## src/design/ppd_pkg.sv

```systemverilog
// Package for the passive pad type detector.
// Holds the per-port state type, activity mask bits, pad type codes and the
// mask/classify functions. No dependencies.
package ppd_pkg;

    typedef logic [8:0]  t_mask;
    typedef logic [1:0]  t_pad;

    // Per-port detector state
    typedef struct packed {
        t_mask       edge_prev_mask;
        logic        edge_armed;
        t_mask       hold_last_mask;
        logic [31:0] hold_since_ms;
        logic        hold_latched;
    } t_port_state;

    // Activity mask bits
    localparam t_mask M_NEO     = 9'h001;
    localparam t_mask M_LEFT    = 9'h002;
    localparam t_mask M_LEFT_TR = 9'h004;
    localparam t_mask M_FIRE    = 9'h008;
    localparam t_mask M_TR_LOW  = 9'h010;
    localparam t_mask M_DIR_ACT = 9'h020;
    localparam t_mask M_RIGHT   = 9'h040;
    localparam t_mask M_UP      = 9'h080;
    localparam t_mask M_DOWN    = 9'h100;
    localparam t_mask M_SMS_OK  = M_FIRE | M_LEFT | M_LEFT_TR | M_TR_LOW | M_DIR_ACT
                                | M_RIGHT | M_UP | M_DOWN;

    // Pad type codes
    localparam t_pad PAD_NONE   = 2'd0;
    localparam t_pad PAD_NEOGEO = 2'd1;
    localparam t_pad PAD_SMS    = 2'd2;
    localparam t_pad PAD_JPC    = 2'd3;

    localparam logic [15:0] STABLE_TIME_RESET = 16'd1000;

    // Pin levels (low = active, th high = clear) to activity mask
    function automatic t_mask levels_to_mask(input logic [8:0] lv);
        logic  start_lo, up_lo, down_lo, left_lo, right_lo;
        logic  fire_lo, tr_lo, clr_hi, left_tr_lo;
        t_mask m;
        start_lo   = ~lv[0];
        up_lo      = ~lv[1];
        down_lo    = ~lv[2];
        left_lo    = ~lv[3];
        right_lo   = ~lv[4];
        fire_lo    = ~lv[5];
        tr_lo      = ~lv[6];
        clr_hi     = lv[7];
        left_tr_lo = ~lv[8];
        m = '0;
        if (start_lo)   m = m | M_NEO;
        if (left_lo)    m = m | M_LEFT;
        if (left_tr_lo) m = m | M_LEFT_TR;
        if (fire_lo)    m = m | M_FIRE;
        if (tr_lo)      m = m | M_TR_LOW;
        if (right_lo)   m = m | M_RIGHT;
        if (up_lo)      m = m | M_UP;
        if (down_lo)    m = m | M_DOWN;
        if (up_lo || down_lo || left_lo || right_lo) m = m | M_DIR_ACT;
        // all directions low with clear high: idle pattern
        if (clr_hi && up_lo && down_lo && left_lo && right_lo) m = '0;
        return m;
    endfunction

    function automatic logic sms_assist(input t_mask m);
        logic conflict;
        conflict = ((m & M_LEFT) != '0 && (m & M_RIGHT) != '0)
                || ((m & M_UP) != '0 && (m & M_DOWN) != '0);
        return ((m & M_FIRE) != '0) && ((m & ~M_SMS_OK) == '0) && !conflict;
    endfunction

    function automatic t_pad classify(input t_mask m);
        logic left;
        t_pad r;
        left = (m & M_LEFT) != '0;
        if ((m & M_NEO) != '0)                     r = PAD_NEOGEO;
        else if (sms_assist(m))                    r = PAD_SMS;
        else if (left && (m & M_TR_LOW) != '0)     r = PAD_JPC;
        else if (!left && (m & M_LEFT_TR) != '0)   r = PAD_JPC;
        else                                       r = PAD_NONE;
        return r;
    endfunction

endpackage

```

## src/design/passive_pad_type_detector_top.sv

```systemverilog
// Top level of the passive pad type detector: handshakes, config register,
// per-port state registers. Depends on ppd_pkg and ppd_step.
// Each probe beat is taken into an input register; once the result register is
// free, its port's state is read, updated and written back while the pad type
// goes to the result register. One probe is accepted every cycle while the
// result channel does not stall. Every probe gives exactly one result; a port
// at or above PORT_COUNT gives type none and leaves all state alone.
// stable_time_ms resets to 1000; the user must write it through the config
// channel only while idle, and the block itself does not enforce this.
module passive_pad_type_detector_top #(
    parameter int PORT_COUNT = 2
) (
    input  logic                i_clk,
    input  logic                i_rst_n,
    // probe channel
    input  logic                i_in_valid,
    output logic                o_in_stall,
    input  logic [7:0]          i_port,
    input  logic [31:0]         i_now_ms,
    input  logic [8:0]          i_first_levels,
    input  logic [8:0]          i_confirm_levels,
    input  logic [8:0]          i_held_levels,
    // result channel
    output logic                o_out_valid,
    input  logic                i_out_stall,
    output ppd_pkg::t_pad       o_pad_type,
    // config channel
    input  logic                i_cfg_valid,
    output logic                o_cfg_ready,
    input  logic [15:0]         i_cfg_stable_time_ms
);
    import ppd_pkg::*;

    localparam int PIDX_W = (PORT_COUNT > 1) ? $clog2(PORT_COUNT) : 1;

    logic                r_in_vld;
    logic [7:0]          r_port;
    logic [31:0]         r_now_ms;
    logic [8:0]          r_first;
    logic [8:0]          r_confirm;
    logic [8:0]          r_held;
    logic                r_out_vld;
    t_pad                r_pad_type;
    logic [15:0]         r_stable_time;
    t_port_state         r_state [PORT_COUNT];

    logic                in_acc;
    logic                adv;
    logic                port_ok;
    logic [PIDX_W-1:0]   pidx;
    t_port_state         cur_state;
    t_port_state         n_state;
    t_pad                step_type;
    t_pad                n_pad_type;

    // Handshake: input register drains whenever the result register is free
    assign adv         = r_in_vld && (!r_out_vld || !i_out_stall);
    assign o_in_stall  = r_in_vld && r_out_vld && i_out_stall;
    assign in_acc      = i_in_valid && !o_in_stall;
    assign o_out_valid = r_out_vld;
    assign o_pad_type  = r_pad_type;
    assign o_cfg_ready = 1'b1;

    // Port select
    assign port_ok   = r_port < 8'(PORT_COUNT);
    assign pidx      = r_port[PIDX_W-1:0];
    assign cur_state = r_state[pidx];

    ppd_step u_step (
        .i_state          (cur_state),
        .i_now_ms         (r_now_ms),
        .i_first_levels   (r_first),
        .i_confirm_levels (r_confirm),
        .i_held_levels    (r_held),
        .i_stable_time_ms (r_stable_time),
        .o_state          (n_state),
        .o_pad_type       (step_type)
    );

    assign n_pad_type = port_ok ? step_type : PAD_NONE;

    // Input register
    always_ff @(posedge i_clk) begin
        if (!i_rst_n) begin
            r_in_vld <= 1'b0;
        end else if (in_acc) begin
            r_in_vld <= 1'b1;
        end else if (adv) begin
            r_in_vld <= 1'b0;
        end
        if (in_acc) begin
            r_port    <= i_port;
            r_now_ms  <= i_now_ms;
            r_first   <= i_first_levels;
            r_confirm <= i_confirm_levels;
            r_held    <= i_held_levels;
        end
    end

    // Result register
    always_ff @(posedge i_clk) begin
        if (!i_rst_n) begin
            r_out_vld <= 1'b0;
        end else if (adv) begin
            r_out_vld <= 1'b1;
        end else if (!i_out_stall) begin
            r_out_vld <= 1'b0;
        end
        if (adv) begin
            r_pad_type <= n_pad_type;
        end
    end

    // Config register
    always_ff @(posedge i_clk) begin
        if (!i_rst_n) begin
            r_stable_time <= STABLE_TIME_RESET;
        end else if (i_cfg_valid && o_cfg_ready) begin
            r_stable_time <= i_cfg_stable_time_ms;
        end
    end

    // Per-port state write-back
    always_ff @(posedge i_clk) begin
        if (!i_rst_n) begin
            for (int i = 0; i < PORT_COUNT; i++) begin
                r_state[i] <= '0;
            end
        end else if (adv && port_ok) begin
            r_state[pidx] <= n_state;
        end
    end

endmodule

```

## src/design/ppd_step.sv

```systemverilog
// One probe step of the pad type detector: edge path then hold path.
// Combinational: takes the port's current state, returns next state and type.
// Depends on ppd_pkg.
module ppd_step (
    input  ppd_pkg::t_port_state i_state,
    input  logic [31:0]          i_now_ms,
    input  logic [8:0]           i_first_levels,
    input  logic [8:0]           i_confirm_levels,
    input  logic [8:0]           i_held_levels,
    input  logic [15:0]          i_stable_time_ms,
    output ppd_pkg::t_port_state o_state,
    output ppd_pkg::t_pad        o_pad_type
);
    import ppd_pkg::*;

    t_mask       m_first;
    t_mask       m_conf;
    t_mask       m_held;
    t_mask       m_rise;
    t_pad        edge_type;
    t_pad        hold_type;
    t_pad        prev_type;
    logic [31:0] elapsed;
    logic        time_ok;

    assign m_first   = levels_to_mask(i_first_levels);
    assign m_conf    = levels_to_mask(i_confirm_levels);
    assign m_held    = levels_to_mask(i_held_levels);
    assign m_rise    = m_conf & ~i_state.edge_prev_mask;
    assign hold_type = classify(m_held);
    assign prev_type = classify(i_state.hold_last_mask);
    // elapsed time wraps modulo 2^32
    assign elapsed   = i_now_ms - i_state.hold_since_ms;
    assign time_ok   = elapsed >= {16'd0, i_stable_time_ms};

    always_comb begin
        o_state    = i_state;
        edge_type  = PAD_NONE;
        o_pad_type = PAD_NONE;

        // Edge path: arm on idle mask, confirm a new rising bit
        if (m_first == '0) begin
            o_state.edge_prev_mask = '0;
            o_state.edge_armed     = 1'b1;
        end else if (!i_state.edge_armed || (m_first & ~i_state.edge_prev_mask) == '0) begin
            o_state.edge_prev_mask = m_first;
        end else if (m_conf != m_first) begin
            o_state.edge_prev_mask = m_conf;
        end else begin
            o_state.edge_prev_mask = m_conf;
            o_state.edge_armed     = 1'b0;
            if (m_rise != '0) begin
                edge_type = classify(m_rise);
                if (edge_type == PAD_SMS && !sms_assist(m_conf)) edge_type = PAD_NONE;
            end
        end

        // Hold path only when the edge path gave nothing
        if (edge_type != PAD_NONE) begin
            o_pad_type = edge_type;
        end else if (hold_type == PAD_NONE) begin
            // release: report a stable, unreported mask
            if (!i_state.hold_latched && i_state.hold_last_mask != '0 &&
                prev_type != PAD_NONE && i_state.hold_since_ms != '0 && time_ok) begin
                o_pad_type = prev_type;
            end
            o_state.hold_last_mask = m_held;
            o_state.hold_since_ms  = '0;
            o_state.hold_latched   = 1'b0;
        end else if (i_state.hold_latched) begin
            o_pad_type = PAD_NONE;
        end else if (m_held != i_state.hold_last_mask) begin
            o_state.hold_last_mask = m_held;
            o_state.hold_since_ms  = i_now_ms;
        end else if (i_state.hold_since_ms == '0) begin
            o_state.hold_since_ms  = i_now_ms;
        end else if (time_ok) begin
            o_state.hold_latched   = 1'b1;
            o_pad_type             = hold_type;
        end
    end

endmodule

```

## config.mk

```make
export PLATFORM = sky130hd
export DESIGN_NAME = passive_pad_type_detector_top
export DESIGN_NICKNAME = d
export VERILOG_FILES = /design/src/design/ppd_pkg.sv /design/src/design/passive_pad_type_detector_top.sv /design/src/design/ppd_step.sv
export SDC_FILE = /design/constraint.sdc
export NUM_CORES = 1
export LEC_CHECK = 0
export BUFFER_PORTS_ARGS = -buffer_cell sky130_fd_sc_hd__buf_2
export CAP_MARGIN = 20
export CORE_MARGIN = 2
export CORE_UTILIZATION = 50
export CTS_BUF_LIST = sky130_fd_sc_hd__clkbuf_4
export DETAILED_ROUTE_END_ITERATION = 10
export PLACE_DENSITY = 0.69
export SETUP_SLACK_MARGIN = 0.1
export SLEW_MARGIN = 15
export SYNTH_ARGS = -nofsm -noshare
export SYNTH_HDL_FRONTEND = slang
export SYNTH_SLANG_ARGS = --single-unit
```

## constraint.sdc

```tcl
create_clock -name i_clk -period 9.7 [get_ports i_clk]
set_input_delay 0.97 -clock i_clk [delete_from_list [all_inputs] [get_ports i_clk]]
set_output_delay 0.97 -clock i_clk [all_outputs]
set_load 0.01 [all_outputs]
```

==> results.toml <==
[floorplanning]
die_w_um = 154.1
rows = 54
start_util = 0.5130
io_pins = 93
core_mm2 = 0.02196
dieArea_mm2 = 0.02375
die_h_um = 154.1

[synthesis]
synth_cell_type_count = 76
avgSynthCellArea_um2 = 10.70
yosys.area.top_type = "edfxtp_1"
yosys_warnings = 0
ys_ff_latch = 192
ys_top_cells_by_count = "173 x edfxtp_1, 148 x nor2_1, 83 x mux2i_1"
syn_inst = 1053
synth_area_leaders = "edfxtp_1 46%, mux2i_1 7.4%, ha_1 5.4%"
synth_nets = 1191
synth_top_area_frac = 0.4611
synth_most_common_cell = "edfxtp_1"
ys_seq_area_frac = 0.4949
syn-cell-area_mm2 = 0.01127
synth_flop_cell = "edfxtp_1"
synth_edf_count = 173
synthArstFlopShare = 0

[pwr]
leakagePower_nw = 5.001
p_per_area_mw_per_mm2 = 145.9
ir_drop_mv = 0.07716
total_power_w = 0.001775

[clock_network]
clk_path_buf_depth = 2
cts_buffers = 17
cts_root_buf = "clkbuf_4"
clk_pin_slew_ps = 170
numClockSinks = 192
cts.htree.levels = 4
cts_setup_buffers = 0
clock_latency_ps = 610
cts-resized-gates = 0
cts_tree = "yes"
cts_hold_buf = 0

[routing]
routed_wl_um = 24650
drtPass1Iterations = 7
met2_length_um = 11560
wl_met1_um = 11430
vias = 8205
routed.top_layer = "met4"
drc = 0
final_antenna_net_count = 0
wl_per_cell_um = 17.38
dr_wl_met3_um = 1297
vias_per_cell = 5.786
first_iter_violations = 623

[hold_path]
min_to = "r_stable_time[9]"
hold_depth = 2
min_from = "r_stable_time[9]"
worst_hold_path_type = "reg -> reg"

[setup_path]
arrival_ps = 5960
required_ps = 10050
r2r_end = "r_state[0][0]"
slowest_delay_ps = 930
crit_slowest_cell = "dfxtp_2"
criticalPathCategory = "reg -> reg"
regToRegSetupSlack_ps = 4090
crit_family = "compound AO/OA/AOI/OAI gates"
r2r_cells = 20
endpoint_kind = "flip-flop"
path_max_fanout = 27
cp_common_cell = "a21oi_1"
path_buf_inv = 0
start_kind = "flip-flop"
path_cells = "mux2_2 > ha_1 > fa_1 > nand2b_1 > a21oi_1 > o21ai_0 > o211ai_1 > a21oi_1 > xnor2_1 > ha_1 > a211oi_1 > nor2_1 > a21oi_1 > nand4_1 > nor4b_1 > o2111ai_1 > nor4_1 > a41oi_1 > a21oi_1 > nor2_1"

[timing]
post-route-min-period_ps = 5610
fin_skew_ps = 26.46
hold_ws_ps = 505.3
finalHoldViolCount = 0
setup_viol = 0
clock.fmax_mhz = 178.3
slew-limit-headroom = 0.3401
finalCritPeriodShare = 0.5783
rsz0062_at_grt = "no"
tns_ps = 0
slew_violations = 0
tightest_slew_ps = 980.8

[layout]
area_growth_pct = 7.985
finalNetCount = 1262
drive_gt1_frac = 0.1645
finish.utilization = 0.5540
stdcell_count = 1418

[status]
status = "completed"

[global_routing]
grt_usage = 0.2113
grt_max_degree = 69
grt_antenna_before_repair = 1
grt_pass1_vias = 7861
grt_pass1_wl_um = 39870
grt_overflow = 0

[place]
gp_congestion = 0.8775
portBuffers = 91
dp.cells = 1385
hpwl_um = 17600

[job]
drv_cap = 0
## layout by cell type (no fill, tap or decap), types with 4 or more instances in the layout
cell type and instances:
edfxtp_1 173, nor2_1 148, buf_2 91, mux2i_1 83
inv_1 66, a21oi_1 64, nand2_1 56, ha_1 49
o21ai_0 38, nor2b_1 24, xnor2_1 23, nand4_1 21
clkbuf_4 19, nor4_1 18, mux2_4 18, dfxtp_1 18
nand3_1 17, nor3_1 16, mux2_2 15, a21o_1 10
o211ai_1 10, xor2_1 9, o21a_1 8, a31oi_1 8
buf_4 8, or2_2 7, o22ai_1 7, and3_1 6
nand2b_1 6, and4_1 6, and2_1 5, o2111ai_1 5
a22oi_1 5, a211oi_1 5, inv_8 5, a21boi_0 4
o21bai_1 4, a32oi_1 4
## flip-flops by register name, summed over array words and instances (netlist names), named ones only
name / count
r_in_vld: 1
r_stable_time: 16
o_pad_type: 2
r_confirm: 9
r_first: 9
r_port: 8
r_state: 104
r_now_ms: 32
o_out_valid: 1
r_held: 9
## metrics by stage
step	cell area, um^2	setup slack, ps
2_1_floorplan	11270	4402
3_3_place_gp	11880	4322
3_5_place_dp	11880	4131
4_1_cts	12160	4093
5_1_grt	12170	3532
6_report	12170	4090
## cells by family (layout without fill, tap and decap cells)
logic type / count (synthesis) / count (layout) / synth area share
AO/OA/AOI/OAI: 197 / 197 / 0.1116
XOR/XNOR: 32 / 32 / 0.02488
adder cells (fa/ha/maj): 50 / 50 / 0.05620
buffers and inverters: 113 / 197 / 0.04598
flip-flops: 192 / 192 / 0.4949
multiplexers: 116 / 116 / 0.1127
other: 1 / 2 / 0.0003329
AND/OR/NAND/NOR: 352 / 352 / 0.1534
## layer usage
metal | vias to the layer above | track usage
li1 | 4010 | -
met1 | 3924 | 0.2952
met2 | 246 | 0.3442
met3 | 25 | 0.03467
met4 | 0 | 0.05563
met5 | - | 0
## how the worst max path moves through the flow
stage / depth (start not counted) / startpoint / endpoint
final: 20 / flip-flop / r_state[0][0]
after global routing: 20 / flip-flop / r_state[0][0]
after CTS: 20 / flip-flop / r_state[0][0]
after detailed placement: 20 / flip-flop / r_state[0][0]
after global placement: 19 / flip-flop / r_state[0][0]
after floorplan: 23 / flip-flop / r_state[0][0]
## report_power, final
group,internal [W],leakage [nW],switching (W)
sequential,0.000939,1.91,0.0000281
clock,0.000143,0.150,0.000293
combinational,0.000157,2.94,0.000215
total,0.00124,5.00,0.000535
## layout make-up
cell class | count | area, um^2
fillers | 1934 | 9793
flip-flops and latches | 192 | 5577
multi-input cells | 748 | 5190
repair buffers | 99 | 515.5
well taps | 280 | 350.3
inverters | 66 | 247.7
clock buffers | 19 | 142.6
clock inverters | 13 | 140.1
diodes | 1 | 2.502
## worst min-delay path: stages, from the launching register on
cell	delay (ps)
dfxtp_1	330
inv_1	70
o211ai_1	80
Note: power is estimated with default switching activity, not from simulation.
